### config.mk
export PLATFORM = sky130hd
export DESIGN_NAME = dda_line_rasterizer_core
export DESIGN_NICKNAME = d
export VERILOG_FILES = /design/src/rtl/core/dda_pkg.sv /design/src/rtl/core/dda_datapath.sv /design/src/rtl/core/dda_ctrl.sv /design/src/rtl/core/dda_line_rasterizer_core.sv
export VERILOG_INCLUDE_DIRS = /design/src /design/src/rtl/core
export SDC_FILE = /design/constraint.sdc
export NUM_CORES = 1
export LEC_CHECK = 0
export BUFFER_PORTS_ARGS = -buffer_cell sky130_fd_sc_hd__buf_4
export CORE_ASPECT_RATIO = 0.8
export CORE_MARGIN = 2
export CORE_UTILIZATION = 60
export CTS_BUF_LIST = sky130_fd_sc_hd__clkbuf_4
export DETAILED_ROUTE_END_ITERATION = 7
export GPL_ROUTABILITY_DRIVEN = 0
export PLACE_DENSITY = 0.8
export SKIP_CTS_REPAIR_TIMING = 1
export SYNTH_ARGS = -nofsm -noshare
export SYNTH_HDL_FRONTEND = slang
export SYNTH_SLANG_ARGS = --single-unit
### constraint.sdc
create_clock -name clk -period 8.3 [get_ports clk]
set_clock_uncertainty 0.1 [all_clocks]
set_input_delay 1.66 -clock clk [delete_from_list [all_inputs] [get_ports clk]]
set_output_delay 1.66 -clock clk [all_outputs]
set_load 0.03 [all_outputs]
### src/rtl/core/dda_line_rasterizer_core_defines.svh
// assertion macros shared by the dda line rasterizer core
// expects signals named clk and rst_n in the module that uses them
`ifndef DDA_LINE_RASTERIZER_CORE_DEFINES_SVH
`define DDA_LINE_RASTERIZER_CORE_DEFINES_SVH

// property checked at every rising clock edge outside reset
`define DDA_ASSERT(label, prop, msg) \
  label: assert property (@(posedge clk) disable iff (!rst_n) (prop)) \
    else $error(msg);

// consequent must hold in the cycle after the antecedent
`define DDA_ASSERT_NEXT(label, ante, cons, msg) \
  label: assert property (@(posedge clk) disable iff (!rst_n) (ante) |=> (cons)) \
    else $error(msg);

`endif

### src/rtl/core/dda_pkg.sv
// shared types and constants for the dda line rasterizer core
// no dependencies
`default_nettype none

package dda_pkg;

  // fixed field widths of the stream words
  localparam int FIELD_W    = 15;
  localparam int COLOR_W    = 24;
  localparam int IN_DATA_W  = 64;
  localparam int OUT_DATA_W = 56;

  // default parameter values
  localparam int FRAC_BITS_DEF  = 16;
  localparam int COORD_BITS_DEF = 15;

  localparam logic [COLOR_W-1:0] COLOR_RESET = 24'hFFFFFF;

  // command codes carried in tuser
  localparam logic CMD_LOAD = 1'b0;
  localparam logic CMD_NEXT = 1'b1;

  typedef enum logic [1:0] {
    ST_IDLE,
    ST_DIV,
    ST_SIGN
  } state_t;

  // controller to datapath
  typedef struct packed {
    logic load;
    logic step;
    logic div_iter;
    logic div_sign;
  } ctrl_cmd_t;

  // datapath to controller
  typedef struct packed {
    logic load_zero;
  } ctrl_stat_t;

endpackage

`default_nettype wire

### src/rtl/core/dda_datapath.sv
// datapath of the dda line rasterizer: endpoint decode, shared-step
// divider for both axes, position accumulators and output word register
// depends on dda_pkg
`default_nettype none

module dda_datapath #(
  parameter int FRAC_BITS  = dda_pkg::FRAC_BITS_DEF,
  parameter int COORD_BITS = dda_pkg::COORD_BITS_DEF
) (
  input  logic                           clk,
  input  logic                           rst_n,
  input  dda_pkg::ctrl_cmd_t             cmd,
  output dda_pkg::ctrl_stat_t            stat,
  input  logic                           cfg_wr_en,
  input  logic [dda_pkg::COLOR_W-1:0]    cfg_wr_data,
  input  logic [dda_pkg::IN_DATA_W-1:0]  in_tdata,
  output logic [dda_pkg::OUT_DATA_W-1:0] out_tdata,
  output logic                           out_tlast,
  output logic                           out_tuser
);

  localparam int FIELD_W = dda_pkg::FIELD_W;
  localparam int COLOR_W = dda_pkg::COLOR_W;
  localparam int ODW     = dda_pkg::OUT_DATA_W;
  localparam int DIFF_W  = COORD_BITS + 1;
  localparam int MAG_W   = COORD_BITS;
  localparam int REM_W   = COORD_BITS + 1;
  localparam int QUO_W   = FRAC_BITS + 1;
  localparam int INC_W   = FRAC_BITS + 2;
  localparam int POS_W   = COORD_BITS + FRAC_BITS + 1;
  localparam logic [POS_W-1:0] TRUNC_BIAS = POS_W'((64'd1 << FRAC_BITS) - 64'd1);

  // endpoint decode
  logic [FIELD_W-1:0] f_sx, f_sy, f_ex, f_ey;
  logic signed [COORD_BITS-1:0] c_sx, c_sy, c_ex, c_ey;
  logic signed [DIFF_W-1:0] sx, sy, ex, ey, dx, dy;
  logic [MAG_W-1:0] ax, ay, steps;

  assign f_sx = in_tdata[0*FIELD_W +: FIELD_W];
  assign f_sy = in_tdata[1*FIELD_W +: FIELD_W];
  assign f_ex = in_tdata[2*FIELD_W +: FIELD_W];
  assign f_ey = in_tdata[3*FIELD_W +: FIELD_W];
  assign c_sx = f_sx[COORD_BITS-1:0];
  assign c_sy = f_sy[COORD_BITS-1:0];
  assign c_ex = f_ex[COORD_BITS-1:0];
  assign c_ey = f_ey[COORD_BITS-1:0];
  assign sx = DIFF_W'(c_sx);
  assign sy = DIFF_W'(c_sy);
  assign ex = DIFF_W'(c_ex);
  assign ey = DIFF_W'(c_ey);
  assign dx = ex - sx;
  assign dy = ey - sy;
  assign ax = dx[DIFF_W-1] ? MAG_W'(-dx) : MAG_W'(dx);
  assign ay = dy[DIFF_W-1] ? MAG_W'(-dy) : MAG_W'(dy);
  // tie goes to y, same magnitude either way
  assign steps = (ax > ay) ? ax : ay;
  assign stat.load_zero = (steps == '0);

  // line state
  logic signed [POS_W-1:0] pos_x_r, pos_y_r;
  logic signed [INC_W-1:0] inc_x_r, inc_y_r;
  logic [MAG_W-1:0] steps_left_r, div_r;
  logic [REM_W-1:0] rem_x_r, rem_y_r;
  logic [QUO_W-1:0] quo_x_r, quo_y_r;
  logic neg_x_r, neg_y_r;
  logic [COLOR_W-1:0] color_r;
  logic [ODW-1:0] out_data_r, out_data_nxt;
  logic out_last_r, out_last_nxt, out_user_r, out_user_nxt;

  // one restoring division step per axis
  logic ge_x, ge_y;
  logic [REM_W-1:0] rsel_x, rsel_y, rem_x_nxt, rem_y_nxt;
  logic [QUO_W-1:0] quo_x_nxt, quo_y_nxt;

  assign ge_x = rem_x_r >= REM_W'(div_r);
  assign ge_y = rem_y_r >= REM_W'(div_r);
  assign rsel_x = ge_x ? rem_x_r - REM_W'(div_r) : rem_x_r;
  assign rsel_y = ge_y ? rem_y_r - REM_W'(div_r) : rem_y_r;
  assign rem_x_nxt = {rsel_x[REM_W-2:0], 1'b0};
  assign rem_y_nxt = {rsel_y[REM_W-2:0], 1'b0};
  assign quo_x_nxt = {quo_x_r[QUO_W-2:0], ge_x};
  assign quo_y_nxt = {quo_y_r[QUO_W-2:0], ge_y};

  // position truncated toward zero
  logic [POS_W-1:0] sum_x, sum_y;
  logic signed [COORD_BITS:0] tx, ty;
  logic [FIELD_W-1:0] pix_x, pix_y;

  assign sum_x = pos_x_r + (pos_x_r[POS_W-1] ? TRUNC_BIAS : '0);
  assign sum_y = pos_y_r + (pos_y_r[POS_W-1] ? TRUNC_BIAS : '0);
  assign tx = sum_x[POS_W-1:FRAC_BITS];
  assign ty = sum_y[POS_W-1:FRAC_BITS];
  assign pix_x = FIELD_W'(tx);
  assign pix_y = FIELD_W'(ty);

  // next output word
  always_comb begin
    out_data_nxt = '0;
    out_last_nxt = 1'b1;
    out_user_nxt = 1'b0;
    if (cmd.load) begin
      out_last_nxt = stat.load_zero;
    end else if (steps_left_r != '0) begin
      out_data_nxt = ODW'({color_r, pix_y, pix_x});
      out_last_nxt = (steps_left_r == MAG_W'(1));
      out_user_nxt = 1'b1;
    end
  end

  // control-like state with reset
  always_ff @(posedge clk) begin
    if (!rst_n) begin
      steps_left_r <= '0;
      color_r      <= dda_pkg::COLOR_RESET;
    end else begin
      if (cfg_wr_en) begin
        color_r <= cfg_wr_data;
      end
      if (cmd.load) begin
        steps_left_r <= steps;
      end else if (cmd.step && steps_left_r != '0) begin
        steps_left_r <= steps_left_r - MAG_W'(1);
      end
    end
  end

  // payload registers
  always_ff @(posedge clk) begin
    if (cmd.load || cmd.step) begin
      out_data_r <= out_data_nxt;
      out_last_r <= out_last_nxt;
      out_user_r <= out_user_nxt;
    end
    if (cmd.load) begin
      pos_x_r <= POS_W'(sx) <<< FRAC_BITS;
      pos_y_r <= POS_W'(sy) <<< FRAC_BITS;
      div_r   <= steps;
      rem_x_r <= REM_W'(ax);
      rem_y_r <= REM_W'(ay);
      quo_x_r <= '0;
      quo_y_r <= '0;
      neg_x_r <= dx[DIFF_W-1];
      neg_y_r <= dy[DIFF_W-1];
      inc_x_r <= '0;
      inc_y_r <= '0;
    end else if (cmd.step && steps_left_r != '0) begin
      pos_x_r <= pos_x_r + POS_W'(inc_x_r);
      pos_y_r <= pos_y_r + POS_W'(inc_y_r);
    end
    if (cmd.div_iter) begin
      rem_x_r <= rem_x_nxt;
      rem_y_r <= rem_y_nxt;
      quo_x_r <= quo_x_nxt;
      quo_y_r <= quo_y_nxt;
    end
    if (cmd.div_sign) begin
      inc_x_r <= neg_x_r ? -INC_W'(quo_x_r) : INC_W'(quo_x_r);
      inc_y_r <= neg_y_r ? -INC_W'(quo_y_r) : INC_W'(quo_y_r);
    end
  end

  assign out_tdata = out_data_r;
  assign out_tlast = out_last_r;
  assign out_tuser = out_user_r;

endmodule

`default_nettype wire

### src/rtl/core/dda_ctrl.sv
// controller of the dda line rasterizer: handshake, divider sequencing
// and output word valid flag
// depends on dda_pkg and dda_line_rasterizer_core_defines.svh
`default_nettype none
`include "dda_line_rasterizer_core_defines.svh"

module dda_ctrl #(
  parameter int FRAC_BITS = dda_pkg::FRAC_BITS_DEF
) (
  input  logic                clk,
  input  logic                rst_n,
  input  logic                in_tvalid,
  input  logic                in_tuser,
  output logic                in_tready,
  output logic                out_tvalid,
  input  logic                out_tready,
  input  dda_pkg::ctrl_stat_t stat,
  output dda_pkg::ctrl_cmd_t  cmd
);

  localparam int CNT_W = $clog2(FRAC_BITS + 1);

  dda_pkg::state_t state_r, state_nxt;
  logic [CNT_W-1:0] cnt_r, cnt_nxt;
  logic out_valid_r, out_valid_nxt;
  logic accept;

  // accept only when idle and the output word can be replaced
  assign in_tready = (state_r == dda_pkg::ST_IDLE) && (!out_valid_r || out_tready);
  assign accept = in_tvalid && in_tready;
  assign out_tvalid = out_valid_r;

  // next state and commands
  always_comb begin
    state_nxt    = state_r;
    cnt_nxt      = cnt_r;
    cmd.load     = accept && (in_tuser == dda_pkg::CMD_LOAD);
    cmd.step     = accept && (in_tuser == dda_pkg::CMD_NEXT);
    cmd.div_iter = 1'b0;
    cmd.div_sign = 1'b0;
    unique case (state_r)
      dda_pkg::ST_IDLE: begin
        if (cmd.load && !stat.load_zero) begin
          state_nxt = dda_pkg::ST_DIV;
          cnt_nxt   = CNT_W'(FRAC_BITS);
        end
      end
      dda_pkg::ST_DIV: begin
        cmd.div_iter = 1'b1;
        if (cnt_r == '0) begin
          state_nxt = dda_pkg::ST_SIGN;
        end else begin
          cnt_nxt = cnt_r - CNT_W'(1);
        end
      end
      dda_pkg::ST_SIGN: begin
        cmd.div_sign = 1'b1;
        state_nxt    = dda_pkg::ST_IDLE;
      end
      default: begin
        state_nxt = dda_pkg::ST_IDLE;
      end
    endcase
  end

  // output valid flag
  always_comb begin
    out_valid_nxt = out_valid_r;
    if (accept) begin
      out_valid_nxt = 1'b1;
    end else if (out_tready) begin
      out_valid_nxt = 1'b0;
    end
  end

  always_ff @(posedge clk) begin
    if (!rst_n) begin
      state_r     <= dda_pkg::ST_IDLE;
      cnt_r       <= '0;
      out_valid_r <= 1'b0;
    end else begin
      state_r     <= state_nxt;
      cnt_r       <= cnt_nxt;
      out_valid_r <= out_valid_nxt;
    end
  end

  // checks
  `DDA_ASSERT(a_no_accept_in_div, (state_r == dda_pkg::ST_DIV) |-> !in_tready, "ready during divide")
  `DDA_ASSERT_NEXT(a_load_starts_div, cmd.load && !stat.load_zero, state_r == dda_pkg::ST_DIV, "divide not started")
  `DDA_ASSERT_NEXT(a_sign_to_idle, state_r == dda_pkg::ST_SIGN, state_r == dda_pkg::ST_IDLE, "sign step not final")
  `DDA_ASSERT_NEXT(a_accept_gives_word, in_tvalid && in_tready, out_tvalid, "accepted word lost")

endmodule

`default_nettype wire

### src/rtl/core/dda_line_rasterizer_core.sv
// DDA line rasterizer core
// Input stream: in_tuser is the command (0 load endpoints, 1 next pixel),
// in_tdata carries start_x, start_y, end_x, end_y. Every accepted word
// gives exactly one output word: out_tuser marks a pixel, out_tlast says
// no pixel of the current line remains, out_tdata carries x, y and color.
// The result of a word is registered and shows in the cycle after
// acceptance, and a new word is taken each cycle while the receiver keeps
// up. A load with nonzero length runs the per-axis divider, one quotient
// bit per cycle for both axes, and no word is taken until the divider and
// its sign step are done; a zero-length load skips the divider.
// cfg_wr_en writes the draw color at any idle time.
// Synchronous reset (rst_n low) clears the line, empties the output
// register and sets the color to white. When out_tready is low the output
// word holds and in_tready drops until the word is taken.
// depends on dda_pkg, dda_ctrl, dda_datapath
`default_nettype none

module dda_line_rasterizer_core #(
  parameter int FRAC_BITS  = dda_pkg::FRAC_BITS_DEF,
  parameter int COORD_BITS = dda_pkg::COORD_BITS_DEF
) (
  input  logic                           clk,
  input  logic                           rst_n,
  input  logic                           cfg_wr_en,
  input  logic [dda_pkg::COLOR_W-1:0]    cfg_wr_data,
  input  logic                           in_tvalid,
  output logic                           in_tready,
  // start_x[14:0], start_y[29:15], end_x[44:30], end_y[59:45], zero pad
  input  logic [dda_pkg::IN_DATA_W-1:0]  in_tdata,
  // command
  input  logic                           in_tuser,
  output logic                           out_tvalid,
  input  logic                           out_tready,
  // pixel_x[14:0], pixel_y[29:15], pixel_color[53:30], zero pad
  output logic [dda_pkg::OUT_DATA_W-1:0] out_tdata,
  // line_done
  output logic                           out_tlast,
  // pixel_valid
  output logic                           out_tuser
);

  dda_pkg::ctrl_cmd_t  cmd;
  dda_pkg::ctrl_stat_t stat;

  // sequencing and handshake
  dda_ctrl #(
    .FRAC_BITS (FRAC_BITS)
  ) u_ctrl (
    .clk        (clk),
    .rst_n      (rst_n),
    .in_tvalid  (in_tvalid),
    .in_tuser   (in_tuser),
    .in_tready  (in_tready),
    .out_tvalid (out_tvalid),
    .out_tready (out_tready),
    .stat       (stat),
    .cmd        (cmd)
  );

  // arithmetic and line state
  dda_datapath #(
    .FRAC_BITS  (FRAC_BITS),
    .COORD_BITS (COORD_BITS)
  ) u_datapath (
    .clk         (clk),
    .rst_n       (rst_n),
    .cmd         (cmd),
    .stat        (stat),
    .cfg_wr_en   (cfg_wr_en),
    .cfg_wr_data (cfg_wr_data),
    .in_tdata    (in_tdata),
    .out_tdata   (out_tdata),
    .out_tlast   (out_tlast),
    .out_tuser   (out_tuser)
  );

endmodule

`default_nettype wire

; Word-level counts from Yosys, hierarchy flattened
; Index checks and enable logic that the tools add are counted.
[classes]
addsub = 14
n_mul = 0
n_div = 0
order_cmp = 3
eq_ne = 6
shift = 0
mux = 38
bitwise_logic = 2
reduce_logical = 22
[ops]
columns = op, n
row1 = $mux W32, 4
row2 = $mux W15, 7
row3 = $mux W16, 6
row4 = $mux W18, 5
row5 = $add A32 B18 Y32, 2
row6 = $add A31 B31 Y31, 2
row7 = $mux W17, 3
row8 = $neg A17 Y18, 2
row9 = $ge A16 B15 Y1, 2
row10 = $sub A15 B15 Y16, 2
row11 = $neg A15 Y15, 2
row12 = $sub A15 B15 Y15, 2
row13 = $eq A15 B1 Y1 const B, 1
row14 = $gt A15 B15 Y1, 1
row15 = $logic_not A15 Y1, 1
row16 = $reduce_bool A15 Y1, 1
row17 = $sub A15 B1 Y15 const B, 1
row18 = $mux W5, 2
row19 = $pmux W5 S2, 1
row20 = $reduce_bool A2 Y1, 5
row21 = $mux W1, 7
row22 = $logic_and A1 B1 Y1, 6
row23 = $logic_not A5 Y1, 1
row24 = $sub A5 B1 Y5 const B, 1
row25 = other kinds (13), 18
[word_totals]
register_bits = 288
latchBits = 0
mem_bits_rw = 0
mem_bits_ro = 0
input_bits = 94
output_inout_bits = 60
elab_cells = 109
mem_count = 0

; Depth between registers and ports, before layout
[depth]
word_depth = 10
ltp_mapped = 26
mapped_depth_nobuf = 24

; Cells and area by module
; Synthesis repeated with hierarchy kept, for this count alone.
[hier_totals]
cells_unflattened = 2143
area_unflattened_um2 = 20270.7
[modules_own_cells]
columns = mod, instances, cells_per_inst, area_per_inst_um2, seq_area_each_um2
row1 = dda_datapath, 1, 2094, 19846.5, 7617.3
row2 = dda_ctrl, 1, 49, 424.2, 160.2

; Least setup slack after synthesis
; OpenSTA, ideal clock, no wires.
[synth_timing]
path_type = input to register
startpoint = input out_tready
endpoint = register u_datapath.quo_x_r[0] (enable)
setup_ns = 0.424
arrival_time_ns = 6.737
required_ns = 7.776
setup_slack_ns = 1.040
path_stages = 8
n_path_buf = 3
cell_sequence = nor2b_1 > nor3_1 > and2_0 > nand2b_1 > clkbuf_1 > clkbuf_1 > clkbuf_1 > nand2_1
[synth_between]
elab_chain_len = 5
[synth_rtl]
columns = element, line
row1 = "start, declared", dda_line_rasterizer_core.sv:33  ; input logic out_tready,
row2 = $logic_or A1 B1 Y1, dda_ctrl.sv:29  ; assign in_tready = (state_r == dda_pkg::ST_IDLE) && (!out_valid_r || out_tready);
row3 = $logic_and A1 B1 Y1, dda_ctrl.sv:29
row4 = named net in_tready, dda_line_rasterizer_core.sv:27  ; output logic in_tready,
row5 = $logic_and A1 B1 Y1, dda_ctrl.sv:30  ; assign accept = in_tvalid && in_tready;
row6 = $logic_and A1 B1 Y1, dda_ctrl.sv:37  ; cmd.load = accept && (in_tuser == dda_pkg::CMD_LOAD);
row7 = $reduce_bool A2 Y1 (no source line), --
row8 = "end signal, assigned", dda_datapath.sv:153  ; quo_x_r <= quo_x_nxt;
row9 = "end, declared", dda_datapath.sv:64  ; logic [QUO_W-1:0] quo_x_r, quo_y_r;
; The timed path passes the listed nets, and every way through them passes these cells.
; A chain may end at the register's enable or synchronous reset.

; Worst setup path after layout
[layout_timing]
startpoint = input in_tdata[15] in the netlist's numbering
endpoint = register u_datapath.steps_left_r[6]
[layout_between]
elab_chain_len = 6
[layout_rtl]
columns = element, line
row1 = "start, declared", dda_line_rasterizer_core.sv:29  ; input logic [dda_pkg::IN_DATA_W-1:0] in_tdata,
row2 = $sub A15 B15 Y16 (*), dda_datapath.sv:52  ; assign dy = ey - sy;
row3 = $neg A15 Y15, dda_datapath.sv:54  ; assign ay = dy[DIFF_W-1] ? MAG_W'(-dy) : MAG_W'(dy);
row4 = $mux W15 (*), dda_datapath.sv:54
row5 = $gt A15 B15 Y1, dda_datapath.sv:56  ; assign steps = (ax > ay) ? ax : ay;
row6 = $mux W15 (*), dda_datapath.sv:56
row7 = named net u_datapath.steps[6], dda_datapath.sv:37  ; logic [MAG_W-1:0] ax, ay, steps;
row8 = $mux W15 (*), dda_datapath.sv:119  ; if (cmd.load) begin
row9 = "end signal, assigned", dda_datapath.sv:120  ; steps_left_r <= steps;
row10 = "end signal, assigned", dda_datapath.sv:122  ; steps_left_r <= steps_left_r - MAG_W'(1);
row11 = "end, declared", dda_datapath.sv:62  ; logic [MAG_W-1:0] steps_left_r, div_r;
; The timed path passes the listed nets; every way through them passes the cells marked *.

==> out/results.txt <==
The flow ran to the end, and the final reports show no timing, DRC or antenna violations. Buffers placed on the I/O ports in this run total 147. The pin slew with the least headroom to its limit is 1.091 ns, and the fmax is 137.4 MHz.

The number of buffers inserted during clock tree synthesis came out at 77. The startpoint identified for the worst register-to-register timing path is u_datapath.inc_x_r[1]. Across all layers, the routed design uses 17200 vias. The worst path in the final design needs a cycle of 7.280 ns, including I/O delays and setup.

The number of antenna violations at the first check in global routing is 2. Synthesized area per cell: 9.529 µm². The first routing iteration left 1696 violations. The routed design has 52.93 mm of wire. The synthesized netlist occupies a cell area of 19940 µm².

For this run, design rule violations remaining after detail routing come to 0. Relative to the synthesized area, the layout overhead comes to 12.63%. The endpoint identified for the worst register-to-register timing path is u_datapath.pos_x_r[31]. The average detailed-routed wire length per instance was 19.19 µm; the final number of hold-violating endpoints was 0. The count of antenna-violating nets left after detailed routing is 0, and the die width is 207.8 µm. Data arrives at the worst endpoint at 7.80 ns. The finished cells cover 22460 µm². The worst hold path was traced through 2 stages. Headroom to the max-slew limit came out at 27.08%.

The tools report the number of max-slew violations in the final report as 0. Dividing the final minimum period by the clock period gives 87.72%. The number of setup violations in the final report was 0. The number of synthesized flops with an enable pin is 205.

The endpoint type of the worst setup path was a flip-flop. The clock reaches the later pin of the worst-skew pair after 0.79 ns. The tools report the cell chosen for the clock root as sky130_fd_sc_hd__clkbuf_4. Across the run, the number of max-cap violations was 0. Pin count of the biggest net entering global routing: 83.

The via count of the first global-routing pass came out at 16460. The distinct cell type count after synthesis is 103. Summed over all layers, the global routing overflow is 0.

The post-synthesis async set-or-reset flop share works out to 0%. For flop-to-flop paths, the worst setup slack is 3.72 ns. Counting along the longest clock path gives a buffer depth of 3. The most critical setup path has its endpoint at u_datapath.steps_left_r[6].

Counting every instance in the synthesized netlist gives 2093. Required time of the critical path: 8.82 ns. TritonCTS built the clock tree.

The first global-routing pass estimated 83.62 mm of wire. The clock transition time at the flip-flop clock pins of the worst setup and hold paths is 0.06 ns. The power density over the cells is 274.3 nW/µm².

For this run, the leading register cell type out of synthesis is sky130_fd_sc_hd__edfxtp_1. The starting density of the core is 61.12%. Measured in cells, the most critical reg-to-reg path has a length of 13. The die height is 167.1 µm, and the total half-perimeter wirelength after legalization and detailed placement is 38.54 mm.

The sequential element share of the synthesized area is 39.00%, and the detailed-router iteration count before antenna repair is 6. In the global route stage, overall resource usage came out at 29.90%. Of all nets on the critical path, the largest fanout is 13. Dividing the detail-routed via count by the number of cells gives 6.235. The worst setup path is of the primary input to flip-flop kind.

Setup repair after global routing left no endpoint under its margin. The worst hold path belongs to the class flip-flop to flip-flop. Row generation in the floorplan step produced 59 rows. The H-tree generated during clock tree synthesis spans 3 levels. In this run the static leakage power is 9.822 nW. Counting flops and latches in the post-synthesis netlist gives 286. The summed negative setup slack over all endpoints is 0 ns, and the fraction of final layout cells with drive strength greater than 1 is 14.51%. The source of the critical timing path was in_tdata[15]. The run gives 32630 µm² as the standard cell core area.

The library cell used most frequently in the layout, excluding fill and tap cells, is sky130_fd_sc_hd__edfxtp_1. The area enclosed by the die boundary was 34720 µm²; the total I/O pin count was 154. The yosys synthesis warning count is 0. Across the VDD grid, the largest voltage drop is 0.1629 mV. Leaving out fill and tap cells, the most frequent cells in the layout are sky130_fd_sc_hd__edfxtp_1, sky130_fd_sc_hd__nor2_1, sky130_fd_sc_hd__ha_1, sky130_fd_sc_hd__buf_4, sky130_fd_sc_hd__nand2_1.

Kind of launch point of the worst setup path: a primary input. The tools report the number of fillers in the final layout as 2470. Summing all placed instances gives a cell area of 21460 µm². The number of sinks on the clock net is 286, and the final net count is 2543.
==> cells in the mapped netlist, drive strengths merged (24+ instances only) <==
master / instances / area [µm²]
xor2: 101 / 907.1
nand2b: 29 / 181.4
a21oi: 89 / 452.9
o22ai: 48 / 300.3
nand2: 143 / 536.8
dfxtp: 81 / 1622
mux2i: 56 / 560.5
a21o: 66 / 495.5
nand4: 26 / 162.7
nor2b: 24 / 160.1
and2: 38 / 240.2
nor3: 54 / 270.3
nand3: 70 / 350.3
xnor2: 69 / 619.3
inv: 121 / 454.2
edfxtp: 205 / 6156
o21ai: 121 / 631.9
and3: 49 / 311.6
clkbuf: 58 / 217.7
nor2: 181 / 679.4
ha: 174 / 2177
==> registers in the layout, indices dropped and copies added, names as in the netlist, 2 cells and up <==
| signal | cells |
|---|---|
| u_ctrl.cnt_r | 5 |
| u_ctrl.state_r | 2 |
| u_datapath.steps_left_r | 15 |
| u_datapath.inc_y_r | 18 |
| u_datapath.rem_y_r | 16 |
| u_datapath.quo_y_r | 17 |
| u_datapath.color_r | 24 |
| u_datapath.quo_x_r | 17 |
| u_datapath.inc_x_r | 18 |
| u_datapath.pos_y_r | 32 |
| u_datapath.rem_x_r | 16 |
| u_datapath.pos_x_r | 32 |
| u_datapath.out_tdata | 54 |
| u_datapath.div_r | 15 |
==> worst max-delay path, stage by stage <==
cell,delay [ns]
sky130_fd_sc_hd__buf_4,0.12
sky130_fd_sc_hd__ha_1,0.23
sky130_fd_sc_hd__fa_1,0.43
sky130_fd_sc_hd__nand2b_1,0.19
sky130_fd_sc_hd__a21o_1,0.21
sky130_fd_sc_hd__a21boi_0,0.28
sky130_fd_sc_hd__o22ai_1,0.18
sky130_fd_sc_hd__a2111oi_4,0.49
sky130_fd_sc_hd__and3_1,0.25
sky130_fd_sc_hd__nand4_1,0.10
sky130_fd_sc_hd__a22oi_1,0.23
sky130_fd_sc_hd__xor2_1,0.28
sky130_fd_sc_hd__inv_1,0.15
sky130_fd_sc_hd__ha_1,0.32
sky130_fd_sc_hd__and4_1,0.27
sky130_fd_sc_hd__o21ai_0,0.12
sky130_fd_sc_hd__a21oi_1,0.27
sky130_fd_sc_hd__nand2_1,0.09
sky130_fd_sc_hd__mux2_1,0.31
sky130_fd_sc_hd__a221o_1,0.33
sky130_fd_sc_hd__a22oi_4,0.46
sky130_fd_sc_hd__buf_4,0.26
sky130_fd_sc_hd__mux2i_1,0.13
sky130_fd_sc_hd__a221oi_1,0.35
sky130_fd_sc_hd__nor2_1,0.06
==> cell type report <==
type                            instances  area [µm²]  share of cell area [%]
Clock buffer                          110       825.8                   3.676
Inverter                              122       457.9                   2.039
Clock inverter                         30       172.7                  0.7687
Tap cell                              427       534.3                   2.378
Timing Repair Buffer                  167        1254                   5.581
Sequential cell                       286        7777                   34.62
Antenna cell                            1       2.502                 0.01114
Multi-Input combinational cell       1615       11440                   50.92
==> where the power goes <==
| part | switching [mW] | internal (mW) | total [mW] |
|---|---|---|---|
| Combinational | 1.66 | 1.13 | 2.79 |
| Sequential | 0.212 | 1.88 | 2.09 |
| Clock | 0.638 | 0.651 | 1.29 |
==> kinds of logic after synthesis <==
group,synth area share [%]
XOR/XNOR,7.654
flip-flops,39.00
buffers and inverters,3.814
adder cells (fa/ha/maj),11.52
other,0.01880
AO/OA/AOI/OAI,17.99
multiplexers,2.980
AND/OR/NAND/NOR,17.03
==> metrics by stage <==
step / hold WS, ns / total power [mW] / cells / utilization (%) / setup WS (ns)
finish: 0.3661 / 6.163 / 2758 / 68.84 / 1.020
global route: 0.3951 / 6.552 / 2758 / 68.84 / 0.7018
CTS: 0.3675 / 6.127 / 2757 / 68.84 / 1.151
detailed placement: 0.3516 / 4.825 / 2617 / 65.78 / 0.3678
global placement: 0.3442 / 4.698 / 2617 / 65.78 / 0.4856
floorplan: 0.3327 / 4.087 / 2094 / - / 1.040
==> worst min path at each step <==
| stage | start | endpoint | slack (ns) |
|---|---|---|---|
| 2_1_floorplan | u_datapath.color_r[0] | u_datapath.color_r[0] | 0.33 |
| 3_3_place_gp | u_datapath.color_r[3] | u_datapath.color_r[3] | 0.34 |
| 3_5_place_dp | u_datapath.color_r[17] | u_datapath.color_r[17] | 0.35 |
| 4_1_cts | u_datapath.color_r[17] | u_datapath.color_r[17] | 0.37 |
| 5_1_grt | u_datapath.color_r[5] | u_datapath.color_r[5] | 0.40 |
| 6_report | u_datapath.color_r[17] | u_datapath.color_r[17] | 0.37 |
==> per-layer routing <==
layer  global-route usage, %  routed length [µm]
met5                       0                   0
met4                   10.88                1599
met3                   7.109                4764
met2                   47.75               24300
met1                   39.75               22260
Note: power is estimated with default switching activity, not from simulation.
